===== config.mk =====
export PLATFORM = sky130hd
export DESIGN_NAME = multi_key_edge_debouncer_core
export DESIGN_NICKNAME = d
export VERILOG_FILES = /design/src/rtl/core/mked_pkg.sv /design/src/rtl/core/mked_csr_regs.sv /design/src/rtl/core/mked_timer_unit.sv /design/src/rtl/core/multi_key_edge_debouncer_core.sv
export SDC_FILE = /design/constraint.sdc
export NUM_CORES = 1
export LEC_CHECK = 0
export BUFFER_PORTS_ARGS = -buffer_cell sky130_fd_sc_hd__buf_2
export CORE_MARGIN = 2
export CORE_UTILIZATION = 50
export CTS_CLUSTER_SIZE = 14
export DETAILED_ROUTE_END_ITERATION = 16
export GPL_TIMING_DRIVEN = 0
export PLACE_DENSITY = 0.69
export SLEW_MARGIN = 20
export SYNTH_ARGS = -nofsm -noshare
export SYNTH_HDL_FRONTEND = slang
export SYNTH_SLANG_ARGS = --single-unit

===== constraint.sdc =====
create_clock -name clock -period 3.8 [get_ports clock]
set_input_delay 0.38 -clock clock [delete_from_list [all_inputs] [get_ports clock]]
set_output_delay 0.38 -clock clock [all_outputs]
set_load 0.005 [all_outputs]

===== src/rtl/core/mked_pkg.sv =====
// shared types and constants for the multi-key edge debouncer
package mked_pkg;

   localparam int NUM_CODES = 4;
   localparam int PIN_W     = 4;
   localparam int LINE_W    = 4;
   localparam int CODE_W    = 10;
   localparam int TICKS_W   = 8;
   localparam int KEYS_W    = 3;
   localparam int CSR_IDX_W = 3;
   localparam int CSR_DAT_W = 10;

   typedef enum logic {
      CMD_EDGE = 1'b0,
      CMD_TICK = 1'b1
   } mked_cmd_type;

   typedef enum logic {
      KIND_ANSWER = 1'b0,
      KIND_EVENT  = 1'b1
   } mked_kind_type;

   typedef enum logic [CSR_IDX_W-1:0] {
      REG_KEYS_IN_USE    = 3'd0,
      REG_DEBOUNCE_TICKS = 3'd1,
      REG_KEY_CODE_0     = 3'd2,
      REG_KEY_CODE_1     = 3'd3,
      REG_KEY_CODE_2     = 3'd4,
      REG_KEY_CODE_3     = 3'd5
   } mked_reg_type;

   typedef struct packed {
      mked_cmd_type      command;
      logic [LINE_W-1:0] line;
      logic [PIN_W-1:0]  pin_levels;
   } mked_req_type;

   typedef struct packed {
      mked_kind_type     kind;
      logic              handled;
      logic [CODE_W-1:0] key_code;
      logic              pressed;
      logic              last;
   } mked_rsp_type;

   typedef struct packed {
      logic [KEYS_W-1:0]                 keys_in_use;
      logic [TICKS_W-1:0]                debounce_ticks;
      logic [NUM_CODES-1:0][CODE_W-1:0]  key_code;
   } mked_cfg_type;

   typedef struct packed {
      logic load;
      logic step;
   } mked_tmr_ctl_type;

endpackage


===== src/rtl/core/mked_csr_regs.sv =====
// configuration register file for the multi-key edge debouncer
module mked_csr_regs
   import mked_pkg::*;
(
   input  logic                 clock,
   input  logic                 reset,
   input  logic                 csr_valid,
   output logic                 csr_ready,
   input  logic [CSR_IDX_W-1:0] csr_index,
   input  logic [CSR_DAT_W-1:0] csr_data,
   output mked_cfg_type         cfg
);

   mked_cfg_type cfg_ff;
   mked_cfg_type cfg_in;

   assign csr_ready = 1'b1;
   assign cfg       = cfg_ff;

   always_comb begin
      cfg_in = cfg_ff;
      if (csr_valid) begin
         unique case (csr_index)
            REG_KEYS_IN_USE:    cfg_in.keys_in_use    = csr_data[KEYS_W-1:0];
            REG_DEBOUNCE_TICKS: cfg_in.debounce_ticks = csr_data[TICKS_W-1:0];
            REG_KEY_CODE_0:     cfg_in.key_code[0]    = csr_data[CODE_W-1:0];
            REG_KEY_CODE_1:     cfg_in.key_code[1]    = csr_data[CODE_W-1:0];
            REG_KEY_CODE_2:     cfg_in.key_code[2]    = csr_data[CODE_W-1:0];
            REG_KEY_CODE_3:     cfg_in.key_code[3]    = csr_data[CODE_W-1:0];
            default:            cfg_in = cfg_ff;
         endcase
      end
   end

   always_ff @(posedge clock) begin
      if (reset) begin
         cfg_ff.keys_in_use    <= KEYS_W'(4);
         cfg_ff.debounce_ticks <= TICKS_W'(2);
         cfg_ff.key_code       <= '0;
      end else begin
         cfg_ff <= cfg_in;
      end
   end

endmodule


===== src/rtl/core/mked_timer_unit.sv =====
// per-key countdown store with one shared decrement and expiry compare
module mked_timer_unit
   import mked_pkg::*;
#(
   parameter int MAX_KEYS = 4,
   parameter int IDX_W    = 2
)(
   input  logic               clock,
   input  logic               reset,
   input  mked_tmr_ctl_type   ctl,
   input  logic [IDX_W-1:0]   idx,
   input  logic [TICKS_W-1:0] load_val,
   output logic               fire
);

   logic [MAX_KEYS-1:0][TICKS_W-1:0] cd_ff;
   logic [MAX_KEYS-1:0][TICKS_W-1:0] cd_in;
   logic [TICKS_W-1:0]               cd_sel;
   logic                             running;

   assign cd_sel  = cd_ff[idx];
   assign running = (cd_sel != '0);
   assign fire    = ctl.step && (cd_sel == TICKS_W'(1));

   always_comb begin
      cd_in = cd_ff;
      if (ctl.load) begin
         cd_in[idx] = load_val;
      end else if (ctl.step && running) begin
         cd_in[idx] = cd_sel - TICKS_W'(1);
      end
   end

   always_ff @(posedge clock) begin
      if (reset) begin
         cd_ff <= '0;
      end else begin
         cd_ff <= cd_in;
      end
   end

endmodule


===== src/rtl/core/multi_key_edge_debouncer_core.sv =====
// top level of the multi-key edge debouncer: sequencer, result register, config
//
//   channel  ports          direction  transfer
//   request  req_valid/req_stall/req_data  in   valid & !stall
//   response rsp_valid/rsp_stall/rsp_data  out  valid & !stall
//   config   csr_valid/csr_ready/csr_index/csr_data  in  valid & ready
//
// an edge is accepted, then the countdown load and answer wait for a free response
// a tick steps every countdown through the shared decrementer key by key, then
// emits one event per expired key up to the last expiry and goes idle
// reset clears all countdowns and loads the register defaults
// a stalled response holds the sequencer before its next result; requests are taken
// only while the sequencer is idle
module multi_key_edge_debouncer_core
   import mked_pkg::*;
#(
   parameter int MAX_KEYS = 4
)(
   input  logic                 clock,
   input  logic                 reset,
   input  logic                 req_valid,
   output logic                 req_stall,
   input  mked_req_type         req_data,
   output logic                 rsp_valid,
   input  logic                 rsp_stall,
   output mked_rsp_type         rsp_data,
   input  logic                 csr_valid,
   output logic                 csr_ready,
   input  logic [CSR_IDX_W-1:0] csr_index,
   input  logic [CSR_DAT_W-1:0] csr_data
);

   localparam int IDX_W = (MAX_KEYS > 1) ? $clog2(MAX_KEYS) : 1;
   localparam logic [IDX_W-1:0] LAST_IDX = IDX_W'(MAX_KEYS - 1);
   localparam logic [4:0] MAX_KEYS_V = 5'(MAX_KEYS);

   typedef enum logic [1:0] {
      ST_IDLE,
      ST_EDGE,
      ST_SCAN,
      ST_EMIT
   } state_type;

   state_type          state_ff, state_in;
   mked_req_type       item_ff, item_in;
   logic [IDX_W-1:0]   idx_ff, idx_in;
   logic [MAX_KEYS-1:0] fire_ff, fire_in;
   logic               rsp_valid_ff, rsp_valid_in;
   mked_rsp_type       rsp_data_ff, rsp_data_in;

   mked_cfg_type       cfg;
   mked_tmr_ctl_type   tmr_ctl;
   logic [IDX_W-1:0]   tmr_idx;
   logic [TICKS_W-1:0] load_val;
   logic               fire;

   logic               out_free;
   logic               handled;
   logic [4:0]         line_v;
   logic [4:0]         key_v;
   logic [CODE_W-1:0]  key_code_sel;
   logic               pin_sel;
   logic [MAX_KEYS-1:0] fire_rest;

   mked_csr_regs u_csr (
      .clock     (clock),
      .reset     (reset),
      .csr_valid (csr_valid),
      .csr_ready (csr_ready),
      .csr_index (csr_index),
      .csr_data  (csr_data),
      .cfg       (cfg)
   );

   mked_timer_unit #(
      .MAX_KEYS (MAX_KEYS),
      .IDX_W    (IDX_W)
   ) u_timer (
      .clock    (clock),
      .reset    (reset),
      .ctl      (tmr_ctl),
      .idx      (tmr_idx),
      .load_val (load_val),
      .fire     (fire)
   );

   assign req_stall = (state_ff != ST_IDLE);
   assign rsp_valid = rsp_valid_ff;
   assign rsp_data  = rsp_data_ff;
   assign out_free  = !rsp_valid_ff || !rsp_stall;

   assign line_v   = {1'b0, item_ff.line};
   assign handled  = (line_v < {2'b00, cfg.keys_in_use}) && (line_v < MAX_KEYS_V);
   assign load_val = (cfg.debounce_ticks == '0) ? TICKS_W'(1) : cfg.debounce_ticks;

   assign key_v        = 5'(tmr_idx);
   assign key_code_sel = (key_v < 5'(NUM_CODES)) ? cfg.key_code[key_v[1:0]] : '0;
   assign pin_sel      = (key_v < 5'(PIN_W)) ? item_ff.pin_levels[key_v[1:0]] : 1'b0;

   always_comb begin
      fire_rest         = fire_ff;
      fire_rest[idx_ff] = 1'b0;
   end

   always_comb begin
      state_in     = state_ff;
      item_in      = item_ff;
      idx_in       = idx_ff;
      fire_in      = fire_ff;
      rsp_valid_in = rsp_valid_ff && rsp_stall;
      rsp_data_in  = rsp_data_ff;
      tmr_ctl      = '0;
      tmr_idx      = idx_ff;

      unique case (state_ff)
         ST_IDLE: begin
            if (req_valid) begin
               item_in = req_data;
               idx_in  = '0;
               fire_in = '0;
               state_in = (req_data.command == CMD_TICK) ? ST_SCAN : ST_EDGE;
            end
         end
         ST_EDGE: begin
            tmr_idx = item_ff.line[IDX_W-1:0];
            if (out_free) begin
               tmr_ctl.load         = handled;
               rsp_valid_in         = 1'b1;
               rsp_data_in.kind     = KIND_ANSWER;
               rsp_data_in.handled  = handled;
               rsp_data_in.key_code = handled ? key_code_sel : '0;
               rsp_data_in.pressed  = 1'b0;
               rsp_data_in.last     = 1'b1;
               state_in             = ST_IDLE;
            end
         end
         ST_SCAN: begin
            tmr_ctl.step    = 1'b1;
            fire_in[idx_ff] = fire;
            if (idx_ff == LAST_IDX) begin
               idx_in   = '0;
               state_in = ST_EMIT;
            end else begin
               idx_in = idx_ff + IDX_W'(1);
            end
         end
         ST_EMIT: begin
            if (fire_ff == '0) begin
               state_in = ST_IDLE;
            end else if (fire_ff[idx_ff]) begin
               if (out_free) begin
                  rsp_valid_in         = 1'b1;
                  rsp_data_in.kind     = KIND_EVENT;
                  rsp_data_in.handled  = 1'b0;
                  rsp_data_in.key_code = key_code_sel;
                  rsp_data_in.pressed  = !pin_sel;
                  rsp_data_in.last     = (fire_rest == '0);
                  fire_in              = fire_rest;
                  idx_in               = idx_ff + IDX_W'(1);
               end
            end else begin
               idx_in = idx_ff + IDX_W'(1);
            end
         end
         default: state_in = ST_IDLE;
      endcase
   end

   always_ff @(posedge clock) begin
      if (reset) begin
         state_ff     <= ST_IDLE;
         idx_ff       <= '0;
         fire_ff      <= '0;
         rsp_valid_ff <= 1'b0;
      end else begin
         state_ff     <= state_in;
         item_ff      <= item_in;
         idx_ff       <= idx_in;
         fire_ff      <= fire_in;
         rsp_valid_ff <= rsp_valid_in;
         rsp_data_ff  <= rsp_data_in;
      end
   end

endmodule

# Yosys cells after proc, flatten, opt, wreduce, memory -nomap -nowiden
# Cells that the tools add are included.
[word_totals] reg_bits=114 out_inout_bits=17
[classes] addsub=2 n_lt_le_gt_ge=7 eq_ne=18 muxes=51 bitwise=3 reduce_logical=31
[ops] operator="32-bit bitwise mux" n=2
[ops] operator="32-bit two-way mux" n=2
[ops] operator="14-bit two-way mux" n=4
[ops] operator="10-bit two-way mux" n=3
[ops] operator="14-bit case mux with 2 select lines" n=1
[ops] operator="8-bit two-way mux" n=3
[ops] operator="2-bit two-way mux" n=11
[ops] operator="10-bit binary-select mux with 2-bit select" n=1
[ops] operator="8-bit binary-select mux with 2-bit select" n=1
[ops] operator="8-bit demux with 2-bit select" n=1
[ops] operator="4-bit two-way mux" n=4
[ops] operator="2-bit != test (second input constant)" n=7
[ops] operator="4-bit case mux with 3 select lines" n=1
[ops] operator="2-bit AND reduction" n=6
[ops] operator="1-bit two-way mux" n=10
[ops] operator="2-bit by 3-bit less-than comparator with 1-bit output (second input constant)" n=3
[ops] operator="8-bit by 1-bit == test with 1-bit output (second input constant)" n=1
[ops] operator="4-bit logical NOT" n=2
[ops] operator="8-bit logical NOT" n=1
[ops] operator="2-bit case mux with 4 select lines" n=1
[ops] operator="4-bit AND reduction" n=2
[ops] operator="8-bit nonzero test" n=1
[ops] operator="8-bit by 1-bit subtractor with 8-bit output (second input constant)" n=1
[ops] operator="2-bit == test (second input constant)" n=3
[ops] operator="other kinds (27)" n=40

# Logic depth before layout (Yosys ltp)
[depth] ltp_word=11 mapped_depth=10

# Modules after synthesis
# Synthesis repeated with hierarchy kept, for this count alone.
[hier_totals] cells_unflattened=574 area_unflattened_um2=5654.2
[by_module_without_submodules] mod="mked_csr_regs" n_inst=1 cells_per_inst=189 area_each_um2=2070.7
[by_module_without_submodules] mod="multi_key_edge_debouncer_core" n_inst=1 cells_per_inst=204 area_each_um2=1871.8
[by_module_without_submodules] mod="mked_timer_unit" n_inst=1 cells_per_inst=181 area_each_um2=1711.6

# Worst setup path before layout
# No wires, ideal clock.
[synth_path] path_type="reg2reg" from="reg state_ff[1]" to="reg u_timer.cd_ff[0] (netlist name)" arrival_ns=3.036 required_ns=3.730 slack_ns=0.694 stages_incl_launch_ff=10 path_buffers=2 period_less_slack_ns=3.106 path_cell_list="dfxtp_1 > buf_2 > nor2b_4 > mux2i_2 > buf_6 > mux4_2 > nor4_4 > a211oi_1 > or3b_1 > a21oi_1"
[synth_between] elab_chain_cells=9 elab_cells_between_ends=20 classes_between="1 x add/sub; 2 x order compare; 2 x eq/ne; 11 x mux; 4 x reduce/logical"
[synth_rtl] item="start, declared" line="multi_key_edge_debouncer_core.sv:44" source="state_type state_ff, state_in;"
[synth_rtl] item="start signal, assigned" line="multi_key_edge_debouncer_core.sv:176" source="state_ff <= state_in;"
[synth_rtl] item="branches (longest 9 deep; another with 8-bit by 1-bit subtractor with 8-bit output)"
[synth_rtl] item="end signal, assigned" line="mked_timer_unit.sv:38" source="cd_ff <= cd_in;"
[synth_rtl] item="end, declared" line="mked_timer_unit.sv:16" source="logic [MAX_KEYS-1:0][TICKS_W-1:0] cd_ff;"
# Parallel ways; which one is timed is not known. The select of a mux whose other input is x is not followed.
# A chain may end at the register's enable or synchronous reset.

# Final worst setup path
# Ends and elaborated chain as after synthesis.

==> load_flow_metrics.sql <==
INSERT INTO impl_metrics (metric_group, metric, value, unit) VALUES
('clock_network', 'numCtsBuffers', '17', ''),
('timing', 'hold_viol_final', '0', ''),
('clock_network', 'post-cts-setup-buffers', '0', ''),
('global_route', 'globalRouteTotalUtil', '24.29', '%'),
('timing', 'fmax', '273.8', 'MHz'),
('floorplanning', 'die_height', '106.0', 'um'),
('logic_synthesis', 'seq_area_frac_synth', '48.13', '%'),
('logic_synthesis', 'synthMostInstantiatedCell', 'sky130_fd_sc_hd__nand2_1', ''),
('logic_synthesis', 'yosys.area_share.adder', '1.444', '%'),
('logic_synthesis', 'synthFlopType', 'sky130_fd_sc_hd__dfxtp_1', ''),
('clock_network', 'clock_sinks', '114', ''),
('detailed_routing', 'vias', '4381', ''),
('cells_and_area', 'drive_gt1_share', '18.15', '%'),
('floorplanning', 'starting_utilization_of_the_core_area', '50.81', '%'),
('clock_network', 'cts-hold-fix-buffers', '0', ''),
('clock_network', 'cts.clk_slew.worst_paths', '0.06', 'ns'),
('logic_synthesis', 'netlist_instances', '545', ''),
('detailed_routing', 'via_per_inst', '5.818', ''),
('cells_and_area', 'layout-area-overhead-vs-synth', '19.59', '%'),
('global_route', 'number_of_global_route_vias_before_repair', '4054', ''),
('worst_hold_path', 'hold_class', 'in -> reg', ''),
('cells_and_area', 'sequential_cell_area', '2502', 'um^2'),
('global_route', 'antenna_found_initial', '0', ''),
('logic_synthesis', 'synth_area_per_cell', '9.539', 'um^2'),
('cells_and_area', 'final.fill_count', '861', ''),
('power_and_ir_drop', 'power.static_leakage', '2.248', 'nW'),
('timing', 'finalSetupViolations', '0', ''),
('cells_and_area', 'final_design_area_no_fill', '6217', 'um^2'),
('timing', 'fin_hold_ws', '0.03754', 'ns'),
('power_and_ir_drop', 'power.density_cell_area', '507.3', 'nW/um^2'),
('logic_synthesis', 'synth_compound_area_share', '14.06', '%'),
('worst_setup_path', 'worstPathArrival', '4.09', 'ns'),
('timing', 'drv_slew', '0', ''),
('placed_design', 'place.port_buffers', '39', ''),
('detailed_routing', 'route.final.wire_length', '13.24', 'mm'),
('cells_and_area', 'n_antenna_cell', '0', ''),
('logic_synthesis', 'post_synth_xor_area_fraction', '0.3369', '%'),
('timing', 'unrepaired_setup_endpoints_after_global_routing', 'false', ''),
('placed_design', 'dp.final_hpwl', '9.216', 'mm'),
('detailed_routing', 'firstDrtPassIters', '5', ''),
('detailed_routing', 'drt_drc_violations_left', '0', ''),
('clock_network', 'clockBufferDepth', '2', ''),
('logic_synthesis', 'post_synth_most_frequent_cells', 'sky130_fd_sc_hd__nand2_1 (94), sky130_fd_sc_hd__dfxtp_1 (92), sky130_fd_sc_hd__a21oi_1 (61)', ''),
('cells_and_area', 'layout.nets', '637', ''),
('timing', 'timing.max_slew.rel_slack', '40.11', '%'),
('worst_setup_path', 'worst_ep_required', '4.24', 'ns'),
('placed_design', 'placed_area', '5602', 'um^2'),
('global_route', 'first_pass_grt_wire_length', '20.92', 'mm'),
('clock_network', 'ctsResizeCount', '3', ''),
('timing', 'worst_case_clock_skew', '0.006921', 'ns'),
('placed_design', 'place_congestion', '0.8650', ''),
('floorplanning', 'floorplan.die_area', '11230', 'um^2'),
('logic_synthesis', 'mappedNetlistArea', '5199', 'um^2'),
('clock_network', 'clock_tree.root_cell', 'sky130_fd_sc_hd__clkbuf_8', ''),
('logic_synthesis', 'synth_fp_nets', '578', ''),
('logic_synthesis', 'ys_warn_count', '0', ''),
('power_and_ir_drop', 'vdd_ir_drop_max', '0.2968', 'mV'),
('detailed_routing', 'drt.antenna.violating_nets', '0', ''),
('logic_synthesis', 'synthDominantCellAreaShare', '35.43', '%'),
('floorplanning', 'num_io_pins', '44', ''),
('status', 'status', 'finished, final reports clean', ''),
('logic_synthesis', 'ys_types', '49', ''),
('global_route', 'grt_start_max_net_pins', '17', ''),
('worst_setup_path', 'crit_start', 'state_ff[1]$_SDFFE_PP0P_', ''),
('worst_hold_path', 'hold_path_startpoint', 'req_data[0]', ''),
('floorplanning', 'die_w', '106.0', 'um'),
('worst_setup_path', 'critical_path_start_type', 'flop', ''),
('timing', 'timing.final.crit_share', '96.12', '%'),
('detailed_routing', 'route.detailed.wl_per_inst', '17.59', 'um'),
('logic_synthesis', 'dominant_combinational_cell_family_by_area_after_synthesis', 'simple AND/OR/NAND/NOR gates', ''),
('worst_setup_path', 'category_of_the_critical_setup_timing_path', 'reg -> reg', '');
[layout by cell type, fill, tap and decap left out, types with 4 or more instances in the layout]
cell type | synthesis | routed
sky130_fd_sc_hd__nand2_1 | 94 | 94
sky130_fd_sc_hd__dfxtp_1 | 92 | 92
sky130_fd_sc_hd__a21oi_1 | 61 | 61
sky130_fd_sc_hd__nor2_1 | 42 | 42
sky130_fd_sc_hd__buf_2 | 2 | 41
sky130_fd_sc_hd__nor3_1 | 30 | 29
sky130_fd_sc_hd__edfxtp_1 | 22 | 22
sky130_fd_sc_hd__mux4_2 | 20 | 20
sky130_fd_sc_hd__clkbuf_1 | 17 | 18
sky130_fd_sc_hd__a211oi_1 | 22 | 17
sky130_fd_sc_hd__clkbuf_16 | 0 | 16
sky130_fd_sc_hd__o21ai_0 | 15 | 15
sky130_fd_sc_hd__nor2b_1 | 15 | 15
sky130_fd_sc_hd__mux2i_1 | 15 | 14
sky130_fd_sc_hd__inv_1 | 11 | 11
sky130_fd_sc_hd__nand2b_1 | 9 | 9
sky130_fd_sc_hd__a21o_1 | 9 | 9
sky130_fd_sc_hd__nor4b_1 | 8 | 8
sky130_fd_sc_hd__ha_1 | 6 | 6
sky130_fd_sc_hd__buf_1 | 5 | 5
sky130_fd_sc_hd__nand3_1 | 5 | 5
sky130_fd_sc_hd__a211oi_2 | 0 | 5
sky130_fd_sc_hd__a31oi_1 | 4 | 4
sky130_fd_sc_hd__or3b_1 | 4 | 4
sky130_fd_sc_hd__clkinvlp_4 | 0 | 4
[kinds of logic after synthesis]
family                     after synthesis
muxes                                   36
buffers and inverters                   38
and+or+nand+nor                        226
other                                    1
adders and majority gates                6
xor gates and xnor gates                 2
AOI/OAI and AO/OA                      122
DFF                                    114
[final cells by class]
type | count | area share, %
Buffer | 26 | 1.811
Clock buffer | 19 | 6.782
Clock inverter | 13 | 2.596
Inverter | 12 | 0.7245
Multi-Input combinational cell | 393 | 41.84
Sequential cell | 114 | 40.25
Tap cell | 136 | 2.737
Timing Repair Buffer | 40 | 3.260
[report_power, final]
part	switching (mW)	internal (mW)
combinational	0.200	0.116
sequential	0.0169	1.26
clock	0.561	0.997
[metrics by stage]
| step | power [mW] | std cells | setup slack (ns) | util [%] | TNS [ns] |
|---|---|---|---|---|---|
| floorplan | 1.508 | 545 | 0.6940 | - | 0 |
| global placement | 1.592 | 720 | -0.04155 | 54.38 | -0.1294 |
| detailed placement | 1.606 | 721 | -0.1507 | 54.75 | -0.5937 |
| CTS | 3.154 | 753 | 0.1559 | 60.58 | 0 |
| global route | 3.257 | 753 | 0.02709 | 60.77 | 0 |
| finish | 3.154 | 753 | 0.1475 | 60.77 | 0 |
[path summary, 6_finish.rpt]
check                           slack, ns                             to  cells after the start
worst max register to register       0.15  u_timer.cd_ff[0]$_SDFFE_PP0P_                      9
worst min-delay path                 0.04           item_ff[0]$_DFFE_PP_                      1
worst min register to register       0.45     u_csr.cfg[28]$_SDFFE_PP0P_                      2
worst max-delay path                 0.15  u_timer.cd_ff[0]$_SDFFE_PP0P_                      9
[sequential cells by signal (all words and copies together) (netlist names)]
signal,flops
u_csr.cfg,51
state_ff,2
fire_ff,4
u_timer.cd_ff,32
rsp_valid,1
item_ff,8
rsp_data,14
idx_ff,2
[routing by layer]
| layer | vias up | GRT usage [%] | part of all wire [%] |
|---|---|---|---|
| li1 | 2090 | - | - |
| met1 | 2110 | 32.63 | 45 |
| met2 | 155 | 38.34 | 47 |
| met3 | 26 | 5.334 | 5.6 |
| met4 | 0 | 9.774 | 2.0 |
| met5 | - | 0 | 0 |
[critical path: stages, from the launching register on]
cell and delay, ns:
sky130_fd_sc_hd__dfxtp_1 0.29, sky130_fd_sc_hd__buf_2 0.17, sky130_fd_sc_hd__nor2b_4 0.22, sky130_fd_sc_hd__mux2i_2 0.51, sky130_fd_sc_hd__clkbuf_2 0.36, sky130_fd_sc_hd__mux4_2 0.43
sky130_fd_sc_hd__nor4_4 0.63, sky130_fd_sc_hd__a211oi_2 0.36, sky130_fd_sc_hd__or3b_1 0.45, sky130_fd_sc_hd__a21oi_1 0.15
No activity file was read; power rests on OpenSTA's default activity.
